--- src/hw/rtl/vtp_pkg.sv ---
// shared types and constants for the vertex transform and projection block
package vtp_pkg;

    // widths of the datapath
    localparam int COORD_W = 16;                // input coordinates and coefficients
    localparam int ROT_W   = 25;                // rotated and translated coordinate
    localparam int PROD_W  = 36;                // registered product and accumulator
    localparam int DIV_DW  = 35;                // divider dividend and quotient
    localparam int DIV_VW  = 25;                // divider divisor
    localparam int FOCAL_W = 10;
    localparam int HALF_W  = 12;
    localparam int SCR_W   = 16;

    localparam int CAM_DIV = 40;                // camera distance is focal / 40

    // focal / 40 as a right shift by 3 and a multiply by 1/5
    // ceil(2^22 / 5) is exact for every dividend below 2^22
    localparam int          CAM_PRE_SH   = 3;
    localparam logic [19:0] CAM_RECIP    = 20'd838861;
    localparam int          CAM_RECIP_SH = 22;

    localparam int MAT_DEPTH = 9;
    localparam logic [3:0] MAT_LAST = 4'd8;

    // request modes
    localparam logic MODE_LOAD   = 1'b0;
    localparam logic MODE_VERTEX = 1'b1;

    // register indexes on the apb port
    localparam logic [1:0] REG_FOCAL       = 2'd0;
    localparam logic [1:0] REG_HALF_WIDTH  = 2'd1;
    localparam logic [1:0] REG_HALF_HEIGHT = 2'd2;

    localparam logic [FOCAL_W-1:0] FOCAL_RESET  = 10'd400;
    localparam logic [HALF_W-1:0]  HALF_W_RESET = 12'd500;
    localparam logic [HALF_W-1:0]  HALF_H_RESET = 12'd375;

    typedef struct packed {
        logic              start;
        logic [DIV_DW-1:0] dividend;
        logic [DIV_VW-1:0] divisor;
    } t_div_req;

    typedef struct packed {
        logic              busy;
        logic              done;
        logic [DIV_DW-1:0] quotient;
    } t_div_rsp;

endpackage

--- src/hw/rtl/vtp_if.sv ---
// request and result channel interfaces
interface vtp_in_if;
    logic               valid;
    logic               ready;
    logic               mode;
    logic [3:0]         coef_index;
    logic signed [15:0] coef_value;
    logic signed [15:0] vert_x;
    logic signed [15:0] vert_y;
    logic signed [15:0] vert_z;
    logic signed [15:0] shift_x;
    logic signed [15:0] shift_y;
    logic signed [15:0] shift_z;

    modport source (
        output valid, mode, coef_index, coef_value,
        output vert_x, vert_y, vert_z, shift_x, shift_y, shift_z,
        input  ready
    );
    modport sink (
        input  valid, mode, coef_index, coef_value,
        input  vert_x, vert_y, vert_z, shift_x, shift_y, shift_z,
        output ready
    );
endinterface

interface vtp_out_if;
    logic               valid;
    logic               ready;
    logic signed [15:0] screen_x;
    logic signed [15:0] screen_y;
    logic               depth_invalid;
    logic               saturated;

    modport source (
        output valid, screen_x, screen_y, depth_invalid, saturated,
        input  ready
    );
    modport sink (
        input  valid, screen_x, screen_y, depth_invalid, saturated,
        output ready
    );
endinterface

--- src/hw/rtl/vtp_div.sv ---
// restoring unsigned divider, one quotient bit per cycle
module vtp_div (
    input  logic              i_clk,
    input  logic              i_rst_n,
    input  vtp_pkg::t_div_req i_req,
    output vtp_pkg::t_div_rsp o_rsp
);
    import vtp_pkg::*;

    localparam int CNT_W = $clog2(DIV_DW);

    logic             r_busy;
    logic             r_done;
    logic [CNT_W-1:0] r_cnt;
    logic [DIV_VW-1:0] r_rem;
    logic [DIV_VW-1:0] r_den;
    logic [DIV_DW-1:0] r_quo;

    logic [DIV_VW:0] rem_sh;
    logic [DIV_VW:0] diff;
    logic            fits;

    always_comb begin
        rem_sh = {r_rem, r_quo[DIV_DW-1]};
        diff   = rem_sh - {1'b0, r_den};
        fits   = !diff[DIV_VW];
    end

    always_ff @(posedge i_clk) begin
        if (!i_rst_n) begin
            r_busy <= 1'b0;
            r_done <= 1'b0;
            r_cnt  <= '0;
        end else begin
            r_done <= !i_req.start && r_busy && (r_cnt == CNT_W'(DIV_DW - 1));
            if (i_req.start) begin
                r_busy <= 1'b1;
                r_cnt  <= '0;
            end else if (r_busy) begin
                r_cnt <= r_cnt + 1'b1;
                if (r_cnt == CNT_W'(DIV_DW - 1)) begin
                    r_busy <= 1'b0;
                end
            end
        end
    end

    always_ff @(posedge i_clk) begin
        if (i_req.start) begin
            r_quo <= i_req.dividend;
            r_den <= i_req.divisor;
            r_rem <= '0;
        end else if (r_busy) begin
            r_rem <= fits ? diff[DIV_VW-1:0] : rem_sh[DIV_VW-1:0];
            r_quo <= {r_quo[DIV_DW-2:0], fits};
        end
    end

    assign o_rsp.busy     = r_busy;
    assign o_rsp.done     = r_done;
    assign o_rsp.quotient = r_quo;

endmodule

--- src/hw/rtl/vertex_transform_project_top.sv ---
// vertex rotation, translation and perspective projection with a shared multiplier and divider
// a coefficient load request is written on acceptance and leaves ready high; a vertex request
// runs the multiply-accumulate over the matrix rows, the depth check, then two passes of the
// shared restoring divider (x, y), skipped when the point is behind the camera; ready rises
// with its result, so one vertex ends before the next is taken; a held result stalls the input
// synchronous active-low reset restores the identity matrix and the register defaults
module vertex_transform_project_top #(
    parameter int COORD_FRAC_BITS = 8,
    parameter int COEF_FRAC_BITS  = 14
) (
    input  logic        i_clk,
    input  logic        i_rst_n,
    vtp_in_if.sink      i_in,
    vtp_out_if.source   o_out,
    input  logic        psel,
    input  logic        penable,
    input  logic        pwrite,
    input  logic [3:0]  paddr,
    input  logic [31:0] pwdata,
    output logic [31:0] prdata,
    output logic        pready
);
    import vtp_pkg::*;

    localparam int SCALED_W = FOCAL_W + COORD_FRAC_BITS - CAM_PRE_SH;

    typedef enum logic [3:0] {
        S_IDLE, S_MAC, S_MAC_END, S_DIST, S_CHECK, S_NX, S_DX, S_NY, S_DY, S_FIN
    } t_state;

    t_state r_state;

    // configuration
    logic [FOCAL_W-1:0] r_focal;
    logic [HALF_W-1:0]  r_half_w;
    logic [HALF_W-1:0]  r_half_h;
    logic               cfg_wr;

    // matrix and request operands
    logic signed [COORD_W-1:0] r_mat [MAT_DEPTH];
    logic signed [COORD_W-1:0] r_vert [3];
    logic signed [COORD_W-1:0] r_shift [3];

    // mac sequencing
    logic [1:0]               r_row;
    logic [1:0]               r_col;
    logic                     r_pvalid;
    logic                     r_plast;
    logic [1:0]               r_prow;
    logic signed [PROD_W-1:0] r_prod;
    logic signed [PROD_W-1:0] r_acc;
    logic signed [ROT_W-1:0]  r_rot [3];
    logic signed [ROT_W-1:0]  r_den;
    logic                     r_neg;
    logic signed [DIV_DW:0]   r_px;
    logic                     r_inv;
    logic signed [SCR_W-1:0]  r_clamp_x;
    logic                     r_clamp_sat;

    // result register
    logic                     r_out_valid;
    logic signed [SCR_W-1:0]  r_sx;
    logic signed [SCR_W-1:0]  r_sy;
    logic                     r_dinv;
    logic                     r_sat;

    logic [3:0]               mat_idx;
    logic signed [ROT_W-1:0]  mul_a;
    logic signed [COORD_W-1:0] mul_b;
    logic signed [ROT_W+COORD_W-1:0] mul_p;
    logic signed [PROD_W-1:0] acc_sum;
    logic signed [PROD_W-1:0] acc_shr;
    logic signed [ROT_W-1:0]  row_val;
    logic [DIV_DW-1:0]        prod_mag;
    logic signed [DIV_DW:0]   q_signed;
    logic signed [DIV_DW+1:0] sx_full;
    logic signed [DIV_DW+1:0] sy_full;
    logic [SCALED_W-1:0]      cam_scaled;
    logic [SCALED_W+$bits(CAM_RECIP)-1:0] cam_prod;
    logic signed [ROT_W-1:0]  cam_dist;
    logic                     out_free;
    logic                     in_acc;
    t_div_req                 div_req;
    t_div_rsp                 div_rsp;

    vtp_div u_div (
        .i_clk   (i_clk),
        .i_rst_n (i_rst_n),
        .i_req   (div_req),
        .o_rsp   (div_rsp)
    );

    // apb side
    assign pready = 1'b1;
    assign cfg_wr = psel && penable && pwrite;

    always_comb begin
        case (paddr[3:2])
            REG_FOCAL:       prdata = {{(32-FOCAL_W){1'b0}}, r_focal};
            REG_HALF_WIDTH:  prdata = {{(32-HALF_W){1'b0}}, r_half_w};
            REG_HALF_HEIGHT: prdata = {{(32-HALF_W){1'b0}}, r_half_h};
            default:         prdata = '0;
        endcase
    end

    assign i_in.ready = (r_state == S_IDLE);
    assign in_acc     = i_in.valid && i_in.ready;
    assign out_free   = !r_out_valid || o_out.ready;

    // camera distance, (focal << frac) / 40 by reciprocal multiply
    always_comb begin
        cam_scaled = {r_focal, {(COORD_FRAC_BITS-CAM_PRE_SH){1'b0}}};
        cam_prod   = cam_scaled * CAM_RECIP;
        cam_dist   = $signed(ROT_W'(cam_prod[SCALED_W+$bits(CAM_RECIP)-1:CAM_RECIP_SH]));
    end

    // shared multiplier operand select
    always_comb begin
        mat_idx = {1'b0, r_row, 1'b0} + {2'b00, r_row} + {2'b00, r_col};
        case (r_state)
            S_CHECK: begin
                mul_a = r_rot[0];
                mul_b = COORD_W'($signed({1'b0, r_focal}));
            end
            S_DX: begin
                mul_a = r_rot[1];
                mul_b = COORD_W'($signed({1'b0, r_focal}));
            end
            default: begin
                case (r_col)
                    2'd0:    mul_a = {{(ROT_W-COORD_W){r_vert[0][COORD_W-1]}}, r_vert[0]};
                    2'd1:    mul_a = {{(ROT_W-COORD_W){r_vert[1][COORD_W-1]}}, r_vert[1]};
                    default: mul_a = {{(ROT_W-COORD_W){r_vert[2][COORD_W-1]}}, r_vert[2]};
                endcase
                mul_b = r_mat[mat_idx];
            end
        endcase
        mul_p = mul_a * mul_b;
    end

    // accumulate and row finish; arithmetic shift floors
    always_comb begin
        acc_sum = r_acc + r_prod;
        acc_shr = acc_sum >>> COEF_FRAC_BITS;
        row_val = acc_shr[ROT_W-1:0]
                + {{(ROT_W-COORD_W){r_shift[r_prow][COORD_W-1]}}, r_shift[r_prow]};
    end

    // divider request
    always_comb begin
        prod_mag = r_prod[PROD_W-1] ? DIV_DW'(-r_prod) : DIV_DW'(r_prod);
        div_req.start    = 1'b0;
        div_req.dividend = '0;
        div_req.divisor  = '0;
        case (r_state)
            S_NX, S_NY: begin
                div_req.start    = 1'b1;
                div_req.dividend = prod_mag;
                div_req.divisor  = DIV_VW'(r_den);
            end
            default: ;
        endcase
        q_signed = r_neg ? -$signed({1'b0, div_rsp.quotient})
                         :  $signed({1'b0, div_rsp.quotient});
        sx_full  = {r_px[DIV_DW], r_px} + $signed({{(DIV_DW+2-HALF_W){1'b0}}, r_half_w});
        sy_full  = $signed({{(DIV_DW+2-HALF_W){1'b0}}, r_half_h}) - {r_px[DIV_DW], r_px};
    end

    // config and matrix storage
    always_ff @(posedge i_clk) begin
        if (!i_rst_n) begin
            r_focal  <= FOCAL_RESET;
            r_half_w <= HALF_W_RESET;
            r_half_h <= HALF_H_RESET;
            for (int i = 0; i < MAT_DEPTH; i++) begin
                r_mat[i] <= (i % 4 == 0) ? COORD_W'(1 << COEF_FRAC_BITS) : '0;
            end
        end else begin
            if (cfg_wr) begin
                case (paddr[3:2])
                    REG_FOCAL:       r_focal  <= pwdata[FOCAL_W-1:0];
                    REG_HALF_WIDTH:  r_half_w <= pwdata[HALF_W-1:0];
                    REG_HALF_HEIGHT: r_half_h <= pwdata[HALF_W-1:0];
                    default: ;
                endcase
            end
            if (in_acc && i_in.mode == MODE_LOAD && i_in.coef_index <= MAT_LAST) begin
                r_mat[i_in.coef_index] <= i_in.coef_value;
            end
        end
    end

    // sequencer
    always_ff @(posedge i_clk) begin
        if (!i_rst_n) begin
            r_state     <= S_IDLE;
            r_pvalid    <= 1'b0;
            r_out_valid <= 1'b0;
            r_row       <= '0;
            r_col       <= '0;
        end else begin
            r_pvalid <= (r_state == S_MAC);
            if (r_state == S_FIN && out_free) begin
                r_out_valid <= 1'b1;
            end else if (o_out.valid && o_out.ready) begin
                r_out_valid <= 1'b0;
            end
            case (r_state)
                S_IDLE: begin
                    if (in_acc && i_in.mode == MODE_VERTEX) begin
                        r_row   <= '0;
                        r_col   <= '0;
                        r_state <= S_MAC;
                    end
                end
                S_MAC: begin
                    if (r_col == 2'd2) begin
                        r_col <= '0;
                        if (r_row == 2'd2) begin
                            r_row   <= '0;
                            r_state <= S_MAC_END;
                        end else begin
                            r_row <= r_row + 1'b1;
                        end
                    end else begin
                        r_col <= r_col + 1'b1;
                    end
                end
                S_MAC_END: r_state <= S_DIST;
                S_DIST:    r_state <= S_CHECK;
                S_CHECK:   r_state <= (r_den <= 0) ? S_FIN : S_NX;
                S_NX:      r_state <= S_DX;
                S_DX: begin
                    if (div_rsp.done) begin
                        r_state <= S_NY;
                    end
                end
                S_NY:    r_state <= S_DY;
                S_DY: begin
                    if (div_rsp.done) begin
                        r_state <= S_FIN;
                    end
                end
                S_FIN: begin
                    if (out_free) begin
                        r_state <= S_IDLE;
                    end
                end
                default: r_state <= S_IDLE;
            endcase
        end
    end

    // datapath registers
    always_ff @(posedge i_clk) begin
        if (in_acc && i_in.mode == MODE_VERTEX) begin
            r_vert[0]  <= i_in.vert_x;
            r_vert[1]  <= i_in.vert_y;
            r_vert[2]  <= i_in.vert_z;
            r_shift[0] <= i_in.shift_x;
            r_shift[1] <= i_in.shift_y;
            r_shift[2] <= i_in.shift_z;
            r_acc      <= '0;
        end
        if (r_state == S_MAC || r_state == S_CHECK || (r_state == S_DX && div_rsp.done)) begin
            r_prod <= mul_p[PROD_W-1:0];
        end
        if (r_state == S_MAC) begin
            r_plast <= (r_col == 2'd2);
            r_prow  <= r_row;
        end
        if (r_pvalid) begin
            if (r_plast) begin
                r_rot[r_prow] <= row_val;
                r_acc         <= '0;
            end else begin
                r_acc <= acc_sum;
            end
        end
        if (r_state == S_DIST) begin
            r_den <= r_rot[2] + cam_dist;
        end
        if (r_state == S_CHECK) begin
            r_inv <= (r_den <= 0);
        end
        if (r_state == S_NX || r_state == S_NY) begin
            r_neg <= r_prod[PROD_W-1];
        end
        if (r_state == S_DX && div_rsp.done) begin
            r_px <= q_signed;
        end
        if (r_state == S_DY && div_rsp.done) begin
            r_px <= q_signed;
            // x clamp held apart so a waiting result stays intact
            r_clamp_x   <= (sx_full > 32767)  ? 16'sh7fff :
                           (sx_full < -32768) ? 16'sh8000 : sx_full[SCR_W-1:0];
            r_clamp_sat <= (sx_full > 32767) || (sx_full < -32768);
        end
        if (r_state == S_FIN && out_free) begin
            r_dinv <= r_inv;
            if (r_inv) begin
                r_sx  <= '0;
                r_sy  <= '0;
                r_sat <= 1'b0;
            end else begin
                r_sx  <= r_clamp_x;
                r_sy  <= (sy_full > 32767)  ? 16'sh7fff :
                         (sy_full < -32768) ? 16'sh8000 : sy_full[SCR_W-1:0];
                r_sat <= r_clamp_sat || (sy_full > 32767) || (sy_full < -32768);
            end
        end
    end

    assign o_out.valid         = r_out_valid;
    assign o_out.screen_x      = r_sx;
    assign o_out.screen_y      = r_sy;
    assign o_out.depth_invalid = r_dinv;
    assign o_out.saturated     = r_sat;

`ifndef ASSERT_OFF
    a_div_start_idle: assert property (@(posedge i_clk) disable iff (!i_rst_n)
        div_req.start |-> !div_rsp.busy)
        else $error("divider started while busy");

    a_div_done_wait: assert property (@(posedge i_clk) disable iff (!i_rst_n)
        div_rsp.done |-> (r_state == S_DX || r_state == S_DY))
        else $error("divider finished outside a wait state");

    a_pvalid_mac: assert property (@(posedge i_clk) disable iff (!i_rst_n)
        r_pvalid |-> (r_state == S_MAC || r_state == S_MAC_END))
        else $error("product pending outside accumulation");

    a_vertex_busy: assert property (@(posedge i_clk) disable iff (!i_rst_n)
        (in_acc && i_in.mode == MODE_VERTEX) |=> !i_in.ready)
        else $error("ready right after a vertex request");

    a_invalid_zero: assert property (@(posedge i_clk) disable iff (!i_rst_n)
        (o_out.valid && o_out.depth_invalid) |->
            (o_out.screen_x == 0 && o_out.screen_y == 0 && !o_out.saturated))
        else $error("invalid depth result with nonzero fields");
`endif

endmodule

--- src/flat_wrapper.sv ---
// flat-port wrapper written by rule: the top's interface ports become plain ports
module vertex_transform_project_top_flat import vtp_pkg::*;
#(
    parameter int COORD_FRAC_BITS = 8,
    parameter int COEF_FRAC_BITS  = 14
)
  (i_clk, i_rst_n, psel, penable, pwrite, paddr, pwdata, prdata, pready, i_in_valid, i_in_mode, i_in_coef_index, i_in_coef_value, i_in_vert_x, i_in_vert_y, i_in_vert_z, i_in_shift_x, i_in_shift_y, i_in_shift_z, i_in_ready, o_out_valid, o_out_screen_x, o_out_screen_y, o_out_depth_invalid, o_out_saturated, o_out_ready);
  vtp_in_if i_in_i ();
  vtp_out_if o_out_i ();
  input  logic i_clk;
  input  logic i_rst_n;
  input  logic psel;
  input  logic penable;
  input  logic pwrite;
  input  logic [3:0] paddr;
  input  logic [31:0] pwdata;
  output logic [31:0] prdata;
  output logic pready;
  input wire logic [$bits(i_in_i.valid)-1:0] i_in_valid;
  input wire logic [$bits(i_in_i.mode)-1:0] i_in_mode;
  input wire logic [$bits(i_in_i.coef_index)-1:0] i_in_coef_index;
  input wire logic [$bits(i_in_i.coef_value)-1:0] i_in_coef_value;
  input wire logic [$bits(i_in_i.vert_x)-1:0] i_in_vert_x;
  input wire logic [$bits(i_in_i.vert_y)-1:0] i_in_vert_y;
  input wire logic [$bits(i_in_i.vert_z)-1:0] i_in_vert_z;
  input wire logic [$bits(i_in_i.shift_x)-1:0] i_in_shift_x;
  input wire logic [$bits(i_in_i.shift_y)-1:0] i_in_shift_y;
  input wire logic [$bits(i_in_i.shift_z)-1:0] i_in_shift_z;
  output wire logic [$bits(i_in_i.ready)-1:0] i_in_ready;
  output wire logic [$bits(o_out_i.valid)-1:0] o_out_valid;
  output wire logic [$bits(o_out_i.screen_x)-1:0] o_out_screen_x;
  output wire logic [$bits(o_out_i.screen_y)-1:0] o_out_screen_y;
  output wire logic [$bits(o_out_i.depth_invalid)-1:0] o_out_depth_invalid;
  output wire logic [$bits(o_out_i.saturated)-1:0] o_out_saturated;
  input wire logic [$bits(o_out_i.ready)-1:0] o_out_ready;
  assign i_in_i.valid = i_in_valid;
  assign i_in_i.mode = i_in_mode;
  assign i_in_i.coef_index = i_in_coef_index;
  assign i_in_i.coef_value = i_in_coef_value;
  assign i_in_i.vert_x = i_in_vert_x;
  assign i_in_i.vert_y = i_in_vert_y;
  assign i_in_i.vert_z = i_in_vert_z;
  assign i_in_i.shift_x = i_in_shift_x;
  assign i_in_i.shift_y = i_in_shift_y;
  assign i_in_i.shift_z = i_in_shift_z;
  assign i_in_ready = i_in_i.ready;
  assign o_out_valid = o_out_i.valid;
  assign o_out_screen_x = o_out_i.screen_x;
  assign o_out_screen_y = o_out_i.screen_y;
  assign o_out_depth_invalid = o_out_i.depth_invalid;
  assign o_out_saturated = o_out_i.saturated;
  assign o_out_i.ready = o_out_ready;
  vertex_transform_project_top #(.COORD_FRAC_BITS(COORD_FRAC_BITS), .COEF_FRAC_BITS(COEF_FRAC_BITS)) u_core (.i_clk(i_clk), .i_rst_n(i_rst_n), .i_in(i_in_i), .o_out(o_out_i), .psel(psel), .penable(penable), .pwrite(pwrite), .paddr(paddr), .pwdata(pwdata), .prdata(prdata), .pready(pready));
endmodule
--- config.mk ---
export PLATFORM = sky130hd
export DESIGN_NAME = vertex_transform_project_top_flat
export DESIGN_NICKNAME = d
export VERILOG_FILES = /design/src/hw/rtl/vtp_pkg.sv /design/src/hw/rtl/vtp_if.sv /design/src/hw/rtl/vtp_div.sv /design/src/hw/rtl/vertex_transform_project_top.sv /design/src/flat_wrapper.sv
export SDC_FILE = /design/constraint.sdc
export NUM_CORES = 2
export LEC_CHECK = 0
export BUFFER_PORTS_ARGS = -buffer_cell sky130_fd_sc_hd__clkbuf_2
export CELL_PAD_IN_SITES_DETAIL_PLACEMENT = 1
export CELL_PAD_IN_SITES_GLOBAL_PLACEMENT = 1
export CORE_UTILIZATION = 51
export DETAILED_ROUTE_END_ITERATION = 7
export GPL_TIMING_DRIVEN = 0
export PLACE_DENSITY_LB_ADDON = 0.1
export SLEW_MARGIN = 5
export SYNTH_ARGS = -nofsm -noshare
export SYNTH_HDL_FRONTEND = slang
export SYNTH_HIERARCHICAL = 1
export SYNTH_SLANG_ARGS = --single-unit
--- constraint.sdc ---
create_clock -name i_clk -period 12.64 [get_ports i_clk]
set_input_delay 1.264 -clock i_clk [delete_from_list [all_inputs] [get_ports i_clk]]
set_output_delay 1.264 -clock i_clk [all_outputs]
set_load 0.01 [all_outputs]
After elaboration in Yosys (flattened, before gate mapping)

Memory sizes are Yosys's and may differ from the RTL's. A register that Yosys moved wholly into a read port is not among the register bits.
Cells that the tools add are included.
W data, S select, Z words.

Multipliers: 2
Muxes and demuxes: 50
Equal/unequal tests: 21
Reduce and logical (&&, ||, !) cells: 41
Magnitude comparators: 6
Bitwise gates (word level): 2
Add/sub/neg operators: 13

Operators with widths:

| cell                     | number |
|---|---|
| $mux W36                 | 6 |
| $mux W35                 | 3 |
| $pmux W25 S2             | 2 |
| $gt A37 B16 Y1 const B   | 2 |
| $lt A37 B16 Y1 const B   | 2 |
| $mux W16                 | 4 |
| $mux W61                 | 1 |
| $pmux W4 S10             | 1 |
| $add A36 B13 Y37         | 1 |
| $sub A13 B36 Y37         | 1 |
| $add A36 B36 Y36         | 1 |
| $mul A25 B16 Y36         | 1 |
| $neg A35 Y36             | 1 |
| $pmux W12 S3             | 1 |
| $neg A35 Y35             | 1 |
| $mux W4                  | 8 |
| $mul A10 B20 Y30 const B | 1 |
| $sub A26 B25 Y26         | 1 |
| $add A25 B14 Y25         | 1 |
| $le A25 B1 Y1 const B    | 1 |
| $mux W25                 | 1 |
| $add A22 B16 Y23         | 1 |
| $eq A4 B3 Y1 const B     | 4 |
| $reduce_or A16 Y1        | 1 |
| 28 further kinds         | 88 |

Bits in writable memories: 315
Word-level logic and storage cells: 168
Flip-flop bits (word level): 326
Bits of input ports: 160
Output and inout port bits: 69
Memories: 4

Memory list:

| name           | words | width | read ports | clocked after memory_dff | write ports | line                               | source |
|---|---|---|---|---|---|---|---|
| u_core.r_mat   | 9     | 16    | 1          | 0                        | 9           | vertex_transform_project_top.sv:40 | `logic signed [COORD_W-1:0] r_mat [MAT_DEPTH];` |
| u_core.r_rot   | 3     | 25    | 3          | 0                        | 1           | vertex_transform_project_top.sv:52 | `logic signed [ROT_W-1:0] r_rot [3];` |
| u_core.r_shift | 3     | 16    | 1          | 1                        | 3           | vertex_transform_project_top.sv:42 | `logic signed [COORD_W-1:0] r_shift [3];` |
| u_core.r_vert  | 3     | 16    | 3          | 0                        | 3           | vertex_transform_project_top.sv:41 | `logic signed [COORD_W-1:0] r_vert [3];` |

Logic depth before layout (Yosys ltp)

Depth in word-level cells: 9
Depth in mapped cells: 35

By module

The synthesis kept the hierarchy.

Modules (own cells, without submodules):

| module                       | instances | sequential area each (µm²) | area an instance (µm²) | cells an instance |
|---|---|---|---|---|
| vertex_transform_project_top | 1         | 19,238.5                   | 47,724.5               | 4,347 |
| vtp_div                      | 1         | 2,462.4                    | 5,063.6                | 459 |

Worst setup path after synthesis

No wires, ideal clock.

Kind: reg2reg
From: register u_core.r_row[0]
To: register u_core.r_prod[35] (data pin)
Cell stages (with the launch flop): 34
Path slack: 3.348 ns
Path buffers: 3
Setup time: 0.259 ns
Clock period less this slack: 9.292 ns
Data required time: 12.381 ns
Data arrival time: 9.033 ns
Path through: dfxtp_1 > inv_1 > fa_1 > inv_1 > ha_1 > fa_1 > buf_1 > buf_1 > mux4_2 > nand2_1 > a21boi_0 > clkbuf_1 > nor2_1 > fa_1 > inv_1 > fa_1 > fa_1 > inv_1 > fa_1 > fa_1 > inv_1 > fa_1 > inv_1 > ha_1 > a21o_1 > a21o_1 > a21o_1 > a21o_1 > a21oi_1 > o211ai_1 > a221oi_1 > o21ai_0 > a21oi_1 > xnor2_1

Word-level cells in the longest chain between the ends: 5

RTL lines:

| what                       | line                                | source |
|---|---|---|
| from (decl)                | vertex_transform_project_top.sv:45  | `logic [1:0] r_row;` |
| from (signal assigned)     | vertex_transform_project_top.sv:223 | `r_row <= r_row + 1'b1;` |
| $add A3 B2 Y4              | vertex_transform_project_top.sv:119 | `mat_idx = {1'b0, r_row, 1'b0} + {2'b00, r_row} + {2'b00, r_col};` |
| $add A4 B2 Y4              | vertex_transform_project_top.sv:119 |  |
| $mem_v2 Z9 W16             | -                                   |  |
| $mux W16                   | vertex_transform_project_top.sv:120 | `case (r_state)` |
| $mul A25 B16 Y36           | vertex_transform_project_top.sv:138 | `mul_p = mul_a * mul_b;` |
| named net u_core.mul_p[35] | vertex_transform_project_top.sv:70  | `logic signed [ROT_W+COORD_W-1:0] mul_p;` |
| to (signal assigned)       | vertex_transform_project_top.sv:266 | `r_prod <= mul_p[PROD_W-1:0];` |
| to (decl)                  | vertex_transform_project_top.sv:50  | `logic signed [PROD_W-1:0] r_prod;` |

The timed path passes the listed nets, and every way through them passes these cells.
A chain may end at the register's enable or synchronous reset.

Final worst setup path

From: register u_core.r_col[1]
To: register u_core.r_prod[35] (data pin)

Word-level cells in the longest chain between the ends: 4
Elaborated cells between the ends (all ways): 8
Classes of those cells: add/sub: 1; mul: 1; eq/ne: 1; mux: 3; reduce/logical: 1; memory: 1

RTL lines:

| what                                           | line                                | source |
|---|---|---|
| from (decl)                                    | vertex_transform_project_top.sv:46  | `logic [1:0] r_col;` |
| from (signal assigned)                         | vertex_transform_project_top.sv:226 | `r_col <= r_col + 1'b1;` |
| $add A4 B2 Y4, or another cell as far along    | vertex_transform_project_top.sv:119 |  |
| $mem_v2 Z9 W16 or $pmux W25 S2 (tied branches) | -                                   |  |
| $mux W16 or $pmux W25 S2 (tied branches)       | vertex_transform_project_top.sv:120 |  |
| $mul A25 B16 Y36 *                             | vertex_transform_project_top.sv:138 |  |
| named net u_core.mul_p[35]                     | vertex_transform_project_top.sv:70  |  |

Mark *: on every way through the listed nets, which the timed path passes. The rest lies on a longest branch.

==> results.cfg <==
[status]
outcome = complete, but fails checks
violations = capacitance limit, slew limit

[die]
pin_count = 229
start_util = 0.517
core_um2 = 102000
die_width_um = 324
row_count = 117
die-height_um = 324
dieArea_um2 = 105000

[clocking]
clk_latency_ps = 700
htreeDepth = 3
clockBufferDepth = 3
numCtsBuffers = 83
cts_root_buf = clkbuf_16
cts_num_sinks = 749
cts_tree = done
ctsHoldBuffers = 0
postCtsSetupBuffers = 0
clkTransAtPathRegs_ps = 60

[drt]
avgViaCountPerCell = 5.76
post_drt_wl_per_cell_um = 24.5
routed_wl_um = 163000
vias = 38400
drtIter0Drc = 2527
ant_nets = 0
first_pass_iters = 5
drc_errors = 0

[sta]
relSlewSlack = -0.0325
fin_worst_skew_ps = 42.2
hold_viol = 0
max_slew.worst_pin.slew_ps = 1530
fin_crit_sh = 0.970
slew_violations = 4
timing.final.crit_period_ps = 12260
setup_viol = 0
rsz0062_at_grt = no
fmax_ghz = 0.0816

[global_route]
antenna_found_initial = 10
grt.overflow.total = 0
grt_use_total = 0.316
grt_pass1_vias = 40900
grt_max_degree = 67
grt_pass1_wl_um = 246000

[min_path]
worst_hold_path.endpoint = u_core/u_div/r_cnt[5]
whs_path_depth = 2
min_from = u_core/u_div/r_cnt[5]
min-delay-path-class = flop to flop

[cells_and_area]
final_cells = 6660
layout_common_cells = 670 x edfxtp_1, 583 x inv_1, 434 x nand2_1
nFillCells = 11100
nNetsFinal = 6046
layout_commonest_cell = edfxtp_1
syn2layout_area_growth_pct = 11.6
fin_util = 0.576
drive_above_1_share = 0.103

[placed_design]
dp_hpwl_um = 129000
dpl.cell_count = 6505
gp_congestion = 0.957
io_buffers = 183

[setup_path]
cpPeakStageDelay_ps = 810
r2r_slack_ps = 380
path_common_cell = fa_1
critical_path_class = flop to flop
cp-start-kind = flop
worstReg2RegStart = u_core/r_col[1]
critical_path.endpoint_type = flop
worstPathRequired_ps = 13030
crit_buf_inv = 9
reg2reg_depth = 33
critPathMaxFanout = 10
arrival_ps = 12650
rr_endpoint = u_core/r_prod[35]
critical_path.top_delay_family = adder cells
slowest_stage = a21boi_0

[logic_synthesis]
avgSynthCellArea_um2 = 11.0
yosysWarnings = 6
synth_area_um2 = 52800
synthCells = 4805

[job]
cap_violations = 1
## sequential cells by signal, indices dropped and copies added (netlist names), 2 cells and up, named ones only
signal and count:
u_core/r_mat 256, u_core/r_rot 69, u_core/r_shift 48, u_core/r_vert 48, u_core/r_acc 36, u_core/r_prod 36
u_core/r_px 36, u_core/u_div/r_quo 35, u_core/r_den 25, u_core/u_div/r_den 25, u_core/u_div/r_rem 25, u_core/o_out.screen_x 16
u_core/o_out.screen_y 16, u_core/r_clamp_x 16, u_core/r_half_h 12, u_core/r_half_w 12, u_core/r_focal 10, u_core/u_div/r_cnt 6
u_core/r_state 4, u_core/r_col 2, u_core/r_prow 2, u_core/r_row 2
## worst register-to-register path: cells and delay by family (launching register included)
kind | cells | cell delay, ps
compound gates | 10 | 3130
xor+xnor | 1 | 370
fa+ha+maj | 9 | 4270
buf+inv | 9 | 2330
flops | 1 | 600
mux | 2 | 980
simple gates | 2 | 290
## metrics by stage
stage	hold WS [ps]	setup slack (ps)	area (µm²)	TNS, ps
3_5_place_dp	490	-127	56300	-398
3_3_place_gp	470	87.9	55900	0
2_1_floorplan	443	3350	53300	0
6_report	495	380	58900	0
4_1_cts	499	43.3	58900	0
5_1_grt	515	9.93	58900	0
## area by class of cell
| cell class | count | area [µm²] | area share |
|---|---|---|---|
| Antenna cell | 3 | 7.51 | 0.000127 |
| Buffer | 210 | 918 | 0.0156 |
| Clock buffer | 100 | 2160 | 0.0367 |
| Clock inverter | 52 | 467 | 0.00792 |
| Inverter | 586 | 2200 | 0.0374 |
| Multi-Input combinational cell | 3391 | 28600 | 0.485 |
| Sequential cell | 749 | 21700 | 0.368 |
| Tap cell | 1368 | 1710 | 0.0291 |
| Timing Repair Buffer | 201 | 1180 | 0.0201 |
## timing repair
action                                  in CTS  in global routing
endpoints found under the setup margin       4                  5
pin swaps                                    0                  0
resized for setup                            1                  9
## routing by layer
metal,global-route usage,routed length (µm),up-vias,part of all wire
li1,-,-,17300,-
met1,0.392,64400,19500,0.40
met2,0.544,80400,1302,0.49
met3,0.0436,10100,325,0.062
met4,0.146,7990,2,0.049
met5,0,13,-,0.000080
## worst max path at each step
stage	from	end	slack [ps]	cells after the start
after global routing	u_core/r_col[1]	u_core/r_prod[35]	10	35
after detailed placement	u_core/r_col[1]	u_core/r_prod[34]	-130	33
after floorplan	u_core/r_row[0]	u_core/r_prod[35]	3350	33
final	u_core/r_col[1]	u_core/r_prod[35]	380	33
after CTS	u_core/r_col[1]	u_core/r_prod[35]	40	33
after global placement	u_core/r_col[1]	u_core/r_prod[34]	90	31
Power is not shown: default switching activity piles up to over one toggle a cycle in this logic, so the estimate is an artifact.
